<file path="src/hdl/olm_pkg.sv">
// shared types and constants for the optical latency measurer
// no dependencies
`default_nettype none
package olm_pkg;
    localparam int TIME_BITS_DEF        = 16;
    localparam int SAMPLE_BITS_DEF      = 12;
    localparam int TRIAL_COUNT_BITS_DEF = 20;
    localparam int MEAN_FRAC_BITS_DEF   = 8;

    localparam int CFG_IDX_W = 3;
    localparam logic [CFG_IDX_W-1:0] REG_INTERVAL  = 3'd0;
    localparam logic [CFG_IDX_W-1:0] REG_DURATION  = 3'd1;
    localparam logic [CFG_IDX_W-1:0] REG_TIMEOUT   = 3'd2;
    localparam logic [CFG_IDX_W-1:0] REG_SETTLE    = 3'd3;
    localparam logic [CFG_IDX_W-1:0] REG_CAL_HALF  = 3'd4;
    localparam logic [CFG_IDX_W-1:0] REG_CAL_CYCLES = 3'd5;

    localparam logic [1:0] KIND_TICK  = 2'd0;
    localparam logic [1:0] KIND_RUN   = 2'd1;
    localparam logic [1:0] KIND_CAL   = 2'd2;
    localparam logic [1:0] KIND_STOP  = 2'd3;

    localparam logic [2:0] EV_NONE      = 3'd0;
    localparam logic [2:0] EV_TRIAL     = 3'd1;
    localparam logic [2:0] EV_RUN_DONE  = 3'd2;
    localparam logic [2:0] EV_RUN_STOP  = 3'd3;
    localparam logic [2:0] EV_CAL_OK    = 3'd4;
    localparam logic [2:0] EV_CAL_NONE  = 3'd5;
    localparam logic [2:0] EV_CAL_STOP  = 3'd6;

    typedef enum logic [5:0] {
        PH_IDLE     = 6'b000001,
        PH_SETTLE   = 6'b000010,
        PH_DETECT   = 6'b000100,
        PH_INTERVAL = 6'b001000,
        PH_CAL_ON   = 6'b010000,
        PH_CAL_OFF  = 6'b100000
    } phase_t;

    typedef enum logic [3:0] {
        SQ_IDLE = 4'b0001,
        SQ_DIV  = 4'b0010,
        SQ_FIN  = 4'b0100,
        SQ_OUT  = 4'b1000
    } seq_t;

    typedef enum logic [2:0] {
        DV_TRIALS = 3'b001,
        DV_MEAN   = 3'b010,
        DV_CAL    = 3'b100
    } div_op_t;
endpackage
`default_nettype wire

</file>
<file path="src/hdl/optical_latency_measurer_unit.sv">
// optical latency measurer: tick sequencer with one shared restoring divider
// depends on olm_pkg
//
// usage: s_axis carries one item per transaction: the kind in s_axis_tuser and
// sample_mv in s_axis_tdata[11:0]. m_axis returns exactly one result per item.
// cfg_valid/cfg_ready/cfg_index/cfg_data write the six setup registers; write
// them only while idle.
// a plain item presents its result in the cycle after acceptance. Items that
// start a run, end a run or complete a calibration use the shared restoring
// divider, one quotient bit per cycle: 20 quotient bits for the trial count, 44
// for the mean (36 sum bits plus 8 fraction bits), 32 for the calibration
// average. The last divider state writes the result for m_axis; a tick that ends
// a run or a calibration first passes SQ_FIN to load the sums.
// one item at a time: s_axis_tready is low from acceptance until the result has
// been taken on m_axis, so a new item is taken only after the last result.
// reset: all control state clears, the baseline is zero, the LED and the
// sensor are off and the registers return to their defaults.
// stall: while m_axis_tready is low the result holds and no item is taken.
`default_nettype none
module optical_latency_measurer_unit #(
    parameter int TIME_BITS        = olm_pkg::TIME_BITS_DEF,
    parameter int SAMPLE_BITS      = olm_pkg::SAMPLE_BITS_DEF,
    parameter int TRIAL_COUNT_BITS = olm_pkg::TRIAL_COUNT_BITS_DEF,
    parameter int MEAN_FRAC_BITS   = olm_pkg::MEAN_FRAC_BITS_DEF
) (
    input  wire logic        clk,
    input  wire logic        rst_n,
    input  wire logic        s_axis_tvalid,
    output logic             s_axis_tready,
    input  wire logic [1:0]  s_axis_tuser,   // kind[1:0]
    input  wire logic [((SAMPLE_BITS + 7) / 8) * 8 - 1:0] s_axis_tdata, // sample_mv
    output logic             m_axis_tvalid,
    input  wire logic        m_axis_tready,
    output logic [79:0] m_axis_tdata,
    // led_on[0], sensor_on[1], busy_res[2], event_res[5:3], latency_ms[22:6],
    // mean_latency_q8[46:23], run_success[47], baseline_mv[58:48],
    // cal_samples[78:59], zero at bit 79
    input  wire logic        cfg_valid,
    output logic             cfg_ready,
    input  wire logic [olm_pkg::CFG_IDX_W-1:0] cfg_index,
    input  wire logic [19:0] cfg_data
);
    localparam int SUM_W = 36;
    localparam int CSUM_W = 32;
    localparam int DIV_W = SUM_W + MEAN_FRAC_BITS;
    localparam int DCNT_W = 6;

    logic [15:0] interval_reg, timeout_reg, settle_reg, half_reg;
    logic [19:0] duration_reg;
    logic [3:0]  cycles_reg;

    olm_pkg::phase_t phase_reg, phase_next;
    olm_pkg::seq_t   seq_reg;
    olm_pkg::div_op_t op_reg;
    logic [TIME_BITS-1:0] timer_reg;
    logic [TRIAL_COUNT_BITS-1:0] total_reg, done_reg;
    logic [SUM_W-1:0] vsum_reg;
    logic [19:0] vcount_reg;
    logic [10:0] base_reg;
    logic [CSUM_W-1:0] csum_reg;
    logic [19:0] ccount_reg;
    logic [3:0] ccycle_reg;
    logic stop_reg, led_reg, sens_reg;

    logic [DIV_W-1:0] dq_reg, dr_reg;
    logic [DIV_W-1:0] dd_reg;
    logic [DCNT_W-1:0] dcnt_reg;

    logic [2:0] ev_reg;
    logic [16:0] lat_reg;
    logic [23:0] mean_reg;
    logic succ_reg;
    logic [19:0] cs_reg;

    logic [1:0] kind;
    logic signed [SAMPLE_BITS-1:0] sample;
    logic [29:0] thr_prod;
    logic [16:0] thr;
    logic [TIME_BITS-1:0] t_inc;
    logic [31:0] t_cmp;
    logic det_hit;
    logic [TRIAL_COUNT_BITS-1:0] quot_trials;
    logic [3:0] cc_inc;
    logic [TRIAL_COUNT_BITS-1:0] done_inc;
    logic [DIV_W:0] rem_sh;
    logic [DIV_W:0] rem_sub;

    assign kind   = s_axis_tuser;
    assign sample = s_axis_tdata[SAMPLE_BITS-1:0];
    // baseline * 6 / 5 by reciprocal multiplication
    assign thr_prod = 30'(base_reg) * 30'd314574;
    assign thr    = {5'd0, thr_prod[29:18]};
    assign t_inc  = timer_reg + 1'b1;
    assign t_cmp  = 32'(t_inc);
    assign det_hit = (sample >= $signed({1'b0, thr})) && (t_cmp <= 32'(timeout_reg));
    assign quot_trials = TRIAL_COUNT_BITS'(dq_reg[19:0]);
    assign cc_inc = ccycle_reg + 1'b1;
    assign done_inc = done_reg + 1'b1;
    assign rem_sh = {dr_reg, dq_reg[DIV_W-1]};
    assign rem_sub = rem_sh - {1'b0, dd_reg};

    assign s_axis_tready = (seq_reg == olm_pkg::SQ_IDLE);
    assign cfg_ready = 1'b1;
    assign m_axis_tvalid = (seq_reg == olm_pkg::SQ_OUT);
    assign m_axis_tdata = {1'b0, cs_reg, base_reg, succ_reg, mean_reg, lat_reg, ev_reg,
                           (phase_reg != olm_pkg::PH_IDLE), sens_reg, led_reg};

    always_ff @(posedge clk or negedge rst_n)
    begin
        if (!rst_n)
        begin
            interval_reg <= 16'd1000;
            duration_reg <= 20'd10000;
            timeout_reg  <= 16'd5000;
            settle_reg   <= 16'd50;
            half_reg     <= 16'd500;
            cycles_reg   <= 4'd4;
        end
        else if (cfg_valid)
        begin
            unique case (cfg_index)
                olm_pkg::REG_INTERVAL:   interval_reg <= cfg_data[15:0];
                olm_pkg::REG_DURATION:   duration_reg <= cfg_data;
                olm_pkg::REG_TIMEOUT:    timeout_reg  <= cfg_data[15:0];
                olm_pkg::REG_SETTLE:     settle_reg   <= cfg_data[15:0];
                olm_pkg::REG_CAL_HALF:   half_reg     <= cfg_data[15:0];
                olm_pkg::REG_CAL_CYCLES: cycles_reg   <= cfg_data[3:0];
                default: ;
            endcase
        end
    end

    // start of a trial: settle or straight to detection
    always_comb
    begin
        phase_next = (settle_reg == '0) ? olm_pkg::PH_DETECT : olm_pkg::PH_SETTLE;
    end

    always_ff @(posedge clk or negedge rst_n)
    begin
        if (!rst_n)
        begin
            phase_reg <= olm_pkg::PH_IDLE;
            seq_reg   <= olm_pkg::SQ_IDLE;
            op_reg    <= olm_pkg::DV_TRIALS;
            timer_reg <= '0;
            total_reg <= '0;
            done_reg  <= '0;
            vsum_reg  <= '0;
            vcount_reg <= '0;
            base_reg  <= '0;
            csum_reg  <= '0;
            ccount_reg <= '0;
            ccycle_reg <= '0;
            stop_reg  <= 1'b0;
            led_reg   <= 1'b0;
            sens_reg  <= 1'b0;
            dq_reg <= '0; dr_reg <= '0; dd_reg <= '0; dcnt_reg <= '0;
            ev_reg <= '0; lat_reg <= '0; mean_reg <= '0; succ_reg <= 1'b0; cs_reg <= '0;
        end
        else
        begin
            unique case (seq_reg)
                olm_pkg::SQ_IDLE:
                begin
                    if (s_axis_tvalid)
                    begin
                        ev_reg <= olm_pkg::EV_NONE;
                        lat_reg <= '0;
                        mean_reg <= '0;
                        succ_reg <= 1'b0;
                        cs_reg <= '0;
                        seq_reg <= olm_pkg::SQ_OUT;
                        unique case (kind)
                            olm_pkg::KIND_RUN:
                            begin
                                if (phase_reg == olm_pkg::PH_IDLE && interval_reg != '0
                                    && duration_reg != '0)
                                begin
                                    done_reg <= '0;
                                    vsum_reg <= '0;
                                    vcount_reg <= '0;
                                    stop_reg <= 1'b0;
                                    sens_reg <= 1'b1;
                                    timer_reg <= '0;
                                    phase_reg <= phase_next;
                                    led_reg <= (settle_reg == '0);
                                    op_reg <= olm_pkg::DV_TRIALS;
                                    dq_reg <= DIV_W'(duration_reg) << (DIV_W - 20);
                                    dr_reg <= '0;
                                    dd_reg <= DIV_W'(interval_reg);
                                    dcnt_reg <= DCNT_W'(20);
                                    seq_reg <= olm_pkg::SQ_DIV;
                                end
                            end
                            olm_pkg::KIND_CAL:
                            begin
                                if (phase_reg == olm_pkg::PH_IDLE)
                                begin
                                    stop_reg <= 1'b0;
                                    csum_reg <= '0;
                                    ccount_reg <= '0;
                                    ccycle_reg <= '0;
                                    if (cycles_reg == '0)
                                    begin
                                        led_reg <= 1'b0;
                                        sens_reg <= 1'b0;
                                        ev_reg <= olm_pkg::EV_CAL_NONE;
                                    end
                                    else
                                    begin
                                        sens_reg <= 1'b1;
                                        led_reg <= 1'b1;
                                        phase_reg <= olm_pkg::PH_CAL_ON;
                                        timer_reg <= '0;
                                    end
                                end
                            end
                            olm_pkg::KIND_STOP:
                            begin
                                if (phase_reg == olm_pkg::PH_SETTLE
                                    || phase_reg == olm_pkg::PH_DETECT)
                                    stop_reg <= 1'b1;
                                else if (phase_reg == olm_pkg::PH_INTERVAL)
                                begin
                                    ev_reg <= olm_pkg::EV_RUN_STOP;
                                    led_reg <= 1'b0; sens_reg <= 1'b0; stop_reg <= 1'b0;
                                    phase_reg <= olm_pkg::PH_IDLE;
                                    op_reg <= olm_pkg::DV_MEAN;
                                    seq_reg <= olm_pkg::SQ_DIV;
                                    dq_reg <= DIV_W'(vsum_reg) << MEAN_FRAC_BITS;
                                    dr_reg <= '0;
                                    dd_reg <= DIV_W'(vcount_reg);
                                    dcnt_reg <= DCNT_W'(DIV_W);
                                end
                                else if (phase_reg == olm_pkg::PH_CAL_ON
                                    || phase_reg == olm_pkg::PH_CAL_OFF)
                                begin
                                    ev_reg <= olm_pkg::EV_CAL_STOP;
                                    led_reg <= 1'b0; sens_reg <= 1'b0; stop_reg <= 1'b0;
                                    phase_reg <= olm_pkg::PH_IDLE;
                                end
                            end
                            default:
                            begin
                                unique case (phase_reg)
                                    olm_pkg::PH_SETTLE:
                                    begin
                                        timer_reg <= t_inc;
                                        if (t_cmp >= 32'(settle_reg))
                                        begin
                                            phase_reg <= olm_pkg::PH_DETECT;
                                            led_reg <= 1'b1;
                                            timer_reg <= '0;
                                        end
                                    end
                                    olm_pkg::PH_DETECT:
                                    begin
                                        timer_reg <= t_inc;
                                        if (det_hit || t_cmp >= 32'(timeout_reg))
                                        begin
                                            if (det_hit)
                                            begin
                                                lat_reg <= 17'(t_inc);
                                                vsum_reg <= vsum_reg + SUM_W'(t_inc);
                                                vcount_reg <= vcount_reg + 1'b1;
                                            end
                                            else
                                                lat_reg <= '1;
                                            led_reg <= 1'b0;
                                            done_reg <= done_inc;
                                            if (done_inc >= total_reg || stop_reg)
                                            begin
                                                ev_reg <= olm_pkg::EV_RUN_DONE;
                                                sens_reg <= 1'b0;
                                                stop_reg <= 1'b0;
                                                phase_reg <= olm_pkg::PH_IDLE;
                                                op_reg <= olm_pkg::DV_MEAN;
                                                seq_reg <= olm_pkg::SQ_FIN;
                                            end
                                            else
                                            begin
                                                ev_reg <= olm_pkg::EV_TRIAL;
                                                phase_reg <= olm_pkg::PH_INTERVAL;
                                                timer_reg <= '0;
                                            end
                                        end
                                    end
                                    olm_pkg::PH_INTERVAL:
                                    begin
                                        timer_reg <= t_inc;
                                        if (t_cmp >= 32'(interval_reg))
                                        begin
                                            timer_reg <= '0;
                                            phase_reg <= phase_next;
                                            led_reg <= (settle_reg == '0);
                                        end
                                    end
                                    olm_pkg::PH_CAL_ON:
                                    begin
                                        timer_reg <= t_inc;
                                        if (t_cmp >= 32'(half_reg))
                                        begin
                                            led_reg <= 1'b0;
                                            phase_reg <= olm_pkg::PH_CAL_OFF;
                                            timer_reg <= '0;
                                        end
                                    end
                                    olm_pkg::PH_CAL_OFF:
                                    begin
                                        if (sample > 0)
                                        begin
                                            csum_reg <= csum_reg + CSUM_W'(sample);
                                            ccount_reg <= ccount_reg + 1'b1;
                                        end
                                        timer_reg <= t_inc;
                                        if (t_cmp >= 32'(half_reg))
                                        begin
                                            ccycle_reg <= cc_inc;
                                            if (cc_inc >= cycles_reg || cc_inc == '0)
                                            begin
                                                led_reg <= 1'b0;
                                                sens_reg <= 1'b0;
                                                stop_reg <= 1'b0;
                                                phase_reg <= olm_pkg::PH_IDLE;
                                                op_reg <= olm_pkg::DV_CAL;
                                                seq_reg <= olm_pkg::SQ_FIN;
                                            end
                                            else
                                            begin
                                                led_reg <= 1'b1;
                                                phase_reg <= olm_pkg::PH_CAL_ON;
                                                timer_reg <= '0;
                                            end
                                        end
                                    end
                                    default: ;
                                endcase
                            end
                        endcase
                    end
                end
                // load the divider with sums updated on the accepting edge
                olm_pkg::SQ_FIN:
                begin
                    dr_reg <= '0;
                    seq_reg <= olm_pkg::SQ_DIV;
                    if (op_reg == olm_pkg::DV_MEAN)
                    begin
                        dq_reg <= DIV_W'(vsum_reg) << MEAN_FRAC_BITS;
                        dd_reg <= DIV_W'(vcount_reg);
                        dcnt_reg <= DCNT_W'(DIV_W);
                    end
                    else
                    begin
                        dq_reg <= DIV_W'(csum_reg) << (DIV_W - CSUM_W);
                        dd_reg <= DIV_W'(ccount_reg);
                        dcnt_reg <= DCNT_W'(CSUM_W);
                    end
                end
                olm_pkg::SQ_DIV:
                begin
                    if (dcnt_reg != '0)
                    begin
                        dcnt_reg <= dcnt_reg - 1'b1;
                        if (!rem_sub[DIV_W])
                        begin
                            dr_reg <= rem_sub[DIV_W-1:0];
                            dq_reg <= {dq_reg[DIV_W-2:0], 1'b1};
                        end
                        else
                        begin
                            dr_reg <= rem_sh[DIV_W-1:0];
                            dq_reg <= {dq_reg[DIV_W-2:0], 1'b0};
                        end
                    end
                    else
                    begin
                        seq_reg <= olm_pkg::SQ_OUT;
                        unique case (op_reg)
                            olm_pkg::DV_TRIALS:
                                total_reg <= (quot_trials == '0) ? TRIAL_COUNT_BITS'(1)
                                             : quot_trials;
                            olm_pkg::DV_MEAN:
                            begin
                                mean_reg <= (dd_reg == '0) ? '0 : dq_reg[23:0];
                                succ_reg <= (dd_reg != '0) && (dq_reg[23:0] != '0);
                            end
                            default:
                            begin
                                if (dd_reg == '0)
                                    ev_reg <= olm_pkg::EV_CAL_NONE;
                                else
                                begin
                                    ev_reg <= olm_pkg::EV_CAL_OK;
                                    base_reg <= dq_reg[10:0];
                                    cs_reg <= ccount_reg;
                                    succ_reg <= 1'b1;
                                end
                            end
                        endcase
                    end
                end
                default:
                begin
                    if (m_axis_tready)
                        seq_reg <= olm_pkg::SQ_IDLE;
                end
            endcase
        end
    end
endmodule
`default_nettype wire
</file>
<file path="config.mk">
export PLATFORM = sky130hd
export DESIGN_NAME = optical_latency_measurer_unit
export DESIGN_NICKNAME = d
export VERILOG_FILES = /design/src/hdl/olm_pkg.sv /design/src/hdl/optical_latency_measurer_unit.sv
export SDC_FILE = /design/constraint.sdc
export NUM_CORES = 1
export LEC_CHECK = 0
export ABC_AREA = 1
export ABC_CLOCK_PERIOD_IN_PS = 7100
export BUFFER_PORTS_ARGS = -buffer_cell sky130_fd_sc_hd__buf_4
export CORE_MARGIN = 2
export CORE_UTILIZATION = 30
export CTS_BUF_LIST = sky130_fd_sc_hd__clkbuf_8
export CTS_CLUSTER_DIAMETER = 150
export DETAILED_ROUTE_END_ITERATION = 12
export PLACE_DENSITY = 0.45
export REMOVE_ABC_BUFFERS = 1
export SLEW_MARGIN = 20
export SYNTH_ARGS = -nofsm -noshare
export SYNTH_HDL_FRONTEND = slang
export SYNTH_SLANG_ARGS = --single-unit
</file>
<file path="constraint.sdc">
create_clock -name clk -period 7.1 [get_ports clk]
set_clock_uncertainty 0.05 [all_clocks]
set_input_delay 0.355 -clock clk [delete_from_list [all_inputs] [get_ports clk]]
set_output_delay 0.355 -clock clk [all_outputs]
set_load 0.1 [all_outputs]
</file>
==> results of run 1 <==
## critical path: cells and delay by family (launching register included)
family          cells  cell delay, ns
xor+xnor            1            0.25
simple gates       10            1.23
flops               1            0.38
fa+ha+maj           7            3.05
buf+inv             6            0.74
compound gates      5            0.75
## power by group through the flow
stage | registers, mW | logic, mW | clock network [mW]
after floorplan | 4.29 | 8.46 | 0
after global placement | 3.98 | 12.3 | 0
after detailed placement | 3.98 | 12.3 | 0
after CTS | 3.94 | 12.4 | 2.93
after global routing | 4.02 | 14.3 | 3.04
final | 3.93 | 12.4 | 2.83
## per-layer routing
layer,vias to the layer above,share of wire (%)
met2,679,45
li1,15230,-
met5,-,0
met3,154,4.6
met4,0,2.3
met1,14390,48
## cell type report
cell class / count / share of cell area (%)
Inverter: 615 / 6.156
Sequential cell: 462 / 30.74
Antenna cell: 3 / 0.01990
Clock buffer: 118 / 4.305
Multi-Input combinational cell: 3277 / 49.21
Tap cell: 1414 / 4.690
Clock inverter: 48 / 0.6733
Timing Repair Buffer: 197 / 4.206
## stage by stage
| step | TNS [ns] | instance area (µm²) | setup WS, ns | util [%] |
|---|---|---|---|---|
| floorplan | -14.42 | 32410 | -0.6853 | - |
| CTS | 0 | 37600 | 0.1154 | 34.50 |
| detailed placement | 0 | 35560 | 0.1665 | 32.62 |
| global placement | 0 | 35560 | 0.2793 | 32.62 |
| finish | 0 | 37720 | 0.5434 | 34.61 |
| global route | 0 | 37720 | 0.002309 | 34.61 |
## synth_stat cells (3+ instances only)
| cell type | n |
|---|---|
| nor3b_1 | 3 |
| dfrtp_1 | 433 |
| o21ai_0 | 456 |
| o21a_1 | 13 |
| nand4_1 | 104 |
| o221ai_1 | 17 |
| nand2_1 | 1121 |
| a31oi_1 | 25 |
| a21o_1 | 11 |
| a21boi_0 | 3 |
| nand2_2 | 7 |
| ha_1 | 258 |
| nand3_2 | 3 |
| fa_1 | 50 |
| a221oi_1 | 10 |
| xor2_1 | 86 |
| nor2_1 | 365 |
| o211ai_1 | 22 |
| o21ai_1 | 7 |
| clkinv_1 | 3 |
| nor3_4 | 4 |
| o21bai_1 | 18 |
| o2111ai_1 | 3 |
| dfstp_2 | 29 |
| buf_2 | 31 |
| inv_1 | 602 |
| nand3_1 | 248 |
| nor3_1 | 74 |
| a21oi_1 | 193 |
| o22ai_1 | 31 |
| nand3b_1 | 6 |
| or2_2 | 10 |
| nor4_1 | 35 |
| buf_4 | 6 |
| o31ai_1 | 47 |
| inv_2 | 9 |
| xnor2_1 | 22 |
| clkbuf_1 | 95 |
## timing repair
action                                  in CTS  in global routing
hold buffers                                17                  0
endpoints found under the setup margin       0                124
gates resized for setup                      0                 18
buffers inserted                             0                  3
endpoints found under the hold margin      115                  0
## worst max-delay path by stage
stage	start	endpoint	slack [ns]	cells after the start
after floorplan	base_reg[9]	vsum_reg[30]	-0.69	32
after global placement	base_reg[9]	phase_reg[1]	0.28	32
after detailed placement	base_reg[9]	phase_reg[1]	0.17	30
after CTS	base_reg[9]	phase_reg[1]	0.12	30
after global routing	base_reg[9]	phase_reg[4]	0.002	31
final	base_reg[9]	lat_reg[7]	0.54	29
## logic make-up after synthesis
family	Yosys count	synth area share, %
mux	1	0.03414
simple gates	1992	25.65
xor+xnor	108	2.868
buf+inv	751	8.762
fa+ha+maj	308	12.82
flops	462	35.16
other cells	2	0.02277
compound gates	866	14.69
==> impl_metrics.json, run 1 <==
{
  "p_seq_share_pct": 20.5,
  "path_class": "flip-flop to flip-flop",
  "cp-end-kind": "flip-flop",
  "r2r_start": "base_reg[9]",
  "syn_avg_cell_area_um2": 7.347,
  "busiest_layer": "met2",
  "io_buffers": 122,
  "clk_latency_ns": 0.74,
  "p_leak_nw": 18.66,
  "whs_ns": 0.03162,
  "grt_pass1_wl_um": 180500,
  "use_met3_pct": 3.038,
  "initial_utilization_pct": 30.26,
  "core_um2": 109000,
  "fin_nets": 4999,
  "rsz0062_at_grt": "false",
  "final_layout_size_suffix_gt1_share_pct": 8.798,
  "ys_ff_latch": 462,
  "worstHoldStart": "cfg_data[8]",
  "synth_area_um2": 32990,
  "yosysTopAreaCellShare_pct": 32.85,
  "hold_viol": 0,
  "layout_min_cycle_time_ns": 6.557,
  "pin_count": 129,
  "cts_buffers": 92,
  "avgViaCountPerCell": 4.964,
  "power.internal_mw": 9.052,
  "slowest_delay_ns": 0.57,
  "multi_input_area_um2": 18560,
  "drcViolationCount": 0,
  "ys_top_cells_by_area": "dfrtp_1 33%, nand2_1 13%, ha_1 9.8%, o21ai_0 6.9%, inv_1 6.9%",
  "final_common_cell": "nand2_1",
  "worstPathMaxFanout": 7,
  "p_clk_share_pct": 14.7,
  "place_inst": 5944,
  "r2r_cells": 29,
  "cp-start-kind": "flip-flop",
  "met1_usage_pct": 29.08,
  "arrival_ns": 7.13,
  "yosysWarnings": 0,
  "dpl.hpwl_um": 87110,
  "grt_overflow": 0,
  "slew_viol_final": 0,
  "cp_slowest_cell": "fa_1",
  "fillerInstances": 11840,
  "setup_viol": 0,
  "hold_depth": 3,
  "ir_drop_mv": 0.8912,
  "synthFlopType": "dfrtp_1",
  "hp-class": "primary input to flip-flop",
  "globalplace.congestion": 0.9089,
  "syn_inst": 4490,
  "final_cell_mix": "1,117 x nand2_1, 622 x inv_1, 456 x o21ai_0",
  "cts_max_level": 3,
  "reg2reg_to": "lat_reg[7]",
  "clock_sinks": 462,
  "async_flop_share_pct": 100.0,
  "hold_end": "settle_reg[8]",
  "yosysTopAreaCell": "dfrtp_1",
  "p_comb_share_pct": 64.8,
  "drt_wl_total_um": 116200,
  "cts_tree": "yes",
  "num_rows": 121,
  "grt_pass1_vias": 29880,
  "die_w_um": 335.6,
  "postRouteAntennaNets": 0,
  "drv_cap": 0,
  "worstPathRequired_ns": 7.68,
  "grt_util_met2_pct": 33.26,
  "seq_area_um2": 11600,
  "max_freq_mhz": 152.5,
  "p_switching_mw": 10.16,
  "p_sw_share_pct": 52.88,
  "relSlewSlack_pct": 33.52,
  "worst_pin_slew_ns": 0.9945,
  "antenna_found_initial": 5,
  "status": "finished clean",
  "synth-edff-count": 0,
  "die_y_um": 335.6,
  "cellPowerDensity_nw_per_um2": 509.3,
  "drt_iter0_drc": 2334,
  "rrSetupSlack_ns": 0.54,
  "final_cells": 6134,
  "vias": 30450,
  "synth.distinct_cells": 61,
  "period_share_pct": 92.35,
  "drt-pass1-iter-count": 6,
  "clockRootBuffer": "clkbuf_8",
  "die_area_um2": 112600,
  "post-layout-total-power_mw": 19.21,
  "clk_pin_slew_ns": 0.07,
  "synth_sequential_area_ratio_pct": 35.16,
  "ctsLongestPathBuffers": 3,
  "grt_max_degree": 153,
  "globalRouteTotalUtil_pct": 20.72,
  "syn_to_final_growth_pct": 14.36,
  "avgRoutedWirePerCell_um": 18.94
}
No activity file was read; power rests on OpenSTA's default activity.
==> run 2, diff against run 1 <==
Settings changed: PLACE_DENSITY 0.45 to not set.
==> impl_metrics.json, run 2 (synthesized netlist as in run 1, its figures left out) <==
{
  "hold_viol": 0,
  "relSlewSlack_pct": 24.72,
  "vias": 30830,
  "final_common_cell": "nand2_1",
  "status": "finished clean",
  "drt_iter0_drc": 2283,
  "core_um2": 109000,
  "final_cells": 6114,
  "worst_pin_slew_ns": 1.125,
  "cellPowerDensity_nw_per_um2": 503.6,
  "cp-start-kind": "flip-flop",
  "p_comb_share_pct": 64.8,
  "multi_input_area_um2": 18550,
  "ir_drop_mv": 0.7729,
  "cp_slowest_cell": "fa_1",
  "place_inst": 5945,
  "fin_nets": 4983,
  "cts_tree": "yes",
  "grt_pass1_wl_um": 170900,
  "cts_setup_buffers": 0,
  "slew_viol_final": 0,
  "p_sw_share_pct": 52.37,
  "drv_cap": 0,
  "avgRoutedWirePerCell_um": 17.79,
  "final_cell_mix": "1,117 x nand2_1, 631 x inv_1, 456 x o21ai_0",
  "fillerInstances": 11610,
  "grt_pass1_vias": 29680,
  "p_leak_nw": 18.61,
  "clk_pin_slew_ns": 0.06,
  "worstPathMaxFanout": 8,
  "globalRouteTotalUtil_pct": 19.22,
  "crit_top_cell": "nand2_1",
  "num_rows": 121,
  "slowest_delay_ns": 0.57,
  "layout_min_cycle_time_ns": 6.585,
  "ctsLongestPathBuffers": 3,
  "postRouteAntennaNets": 0,
  "die_w_um": 335.6,
  "worstPathRequired_ns": 7.62,
  "power.internal_mw": 8.999,
  "rsz0062_at_grt": "false",
  "hp-class": "primary input to flip-flop",
  "die_y_um": 335.6,
  "initial_utilization_pct": 30.26,
  "globalplace.congestion": 0.9540,
  "grt_max_degree": 142,
  "grt_overflow": 0,
  "stdcell_area_um2": 37520,
  "pin_count": 129,
  "io_buffers": 122,
  "die_area_um2": 112600,
  "final_layout_size_suffix_gt1_share_pct": 8.261,
  "avgViaCountPerCell": 5.043,
  "p_seq_share_pct": 20.7,
  "clock_sinks": 462,
  "drt-pass1-iter-count": 6,
  "antenna_found_initial": 4,
  "drt_wl_total_um": 108800,
  "cts_buffers": 85,
  "cts_max_level": 3,
  "seq_area_um2": 11600,
  "path_class": "flip-flop to flip-flop",
  "clockRootBuffer": "clkbuf_8",
  "period_share_pct": 92.74,
  "cp-end-kind": "flip-flop",
  "drcViolationCount": 0,
  "max_freq_mhz": 151.9,
  "place_area_um2": 35550,
  "setup_viol": 0,
  "dpl.hpwl_um": 82410,
  "clk_latency_ns": 0.71,
  "arrival_ns": 7.11,
  "p_switching_mw": 9.894,
  "tns_ns": 0,
  "syn_to_final_growth_pct": 13.73,
  "p_clk_share_pct": 14.5
}
## run 2: changes by cell type in the layout (fill, tap and decap cells not counted), sizes merged
| cell | previous run | this run |
|---|---|---|
| clkbuf | 118 | 109 |
| clkinvlp | 6 | 3 |
| inv | 631 | 640 |
| bufinv | 1 | 4 |
| clkinv | 25 | 14 |
| dlygate4sd3 | 17 | 11 |
| buf | 180 | 177 |
## run 2: final timing paths
| path | cells past startpoint | start | end | slack (ns) |
|---|---|---|---|---|
| max | 33 | base_reg[9] | led_reg | 0.52 |
| min | 3 | cfg_data[1] | duration_reg[1] | 0.03 |
| max reg2reg | 33 | base_reg[9] | led_reg | 0.52 |
| min reg2reg | 2 | dq_reg[37] | dq_reg[37] | 0.42 |
| max in group asynchronous | 3 | rst_n | settle_reg[13] | 5.30 |
| min in group asynchronous | 2 | rst_n | dr_reg[28] | 0.26 |
## run 2: what timing repair did
item                                    4_1_cts  5_1_grt
hold buffers                                 11        0
endpoints found under the setup margin        0      124
endpoints found under the hold margin       120        0
resized for setup                             0        7
## run 2: power groups by stage
stage / Clock (mW) / Combinational [mW] / Sequential, mW
after CTS: 2.81 / 12.2 / 3.90
after global routing: 2.93 / 14.0 / 3.99
after global placement: 0 / 12.0 / 3.92
after detailed placement: 0 / 12.1 / 3.94
final: 2.74 / 12.2 / 3.91
after floorplan: 0 / 8.46 / 4.29
## run 2: final cells by class
cell class	count	share of cell area, %
Timing Repair Buffer	188	3.922
Clock inverter	46	0.8204
Tap cell	1414	4.716
Multi-Input combinational cell	3277	49.45
Sequential cell	462	30.91
Inverter	615	6.160
Clock buffer	109	3.999
Antenna cell	3	0.02001
## run 2: critical path: cells and delay by family, from the launching register on
family	cells	cell delay, ns
AOI/OAI and AO/OA	3	0.53
xor gates and xnor gates	1	0.15
adders and majority gates	7	3.15
buffers and inverters	6	0.67
DFF	1	0.38
and+or+nand+nor	16	1.53
## run 2: through the flow
| step | power (mW) | util [%] | hold WS, ns | setup WS, ns |
|---|---|---|---|---|
| CTS | 18.91 | 34.38 | 0.01204 | 0.2186 |
| global route | 20.92 | 34.41 | 0.04405 | 0.05933 |
| detailed placement | 16.04 | 32.62 | 0.4085 | 0.2545 |
| global placement | 15.96 | 32.62 | 0.4049 | 0.3228 |
| finish | 18.89 | 34.42 | 0.02879 | 0.5153 |
| floorplan | 12.75 | - | 0.009409 | -0.6853 |
## run 2: routing by layer
metal  vias to the layer above  track usage [%]  share of wire (%)
li1                      15140                -                  -
met2                       940            30.27                 44
met1                     14560            26.77                 47
met5                         -                0             0.0092
met4                         2            5.963                2.9
met3                       189            3.222                6.5
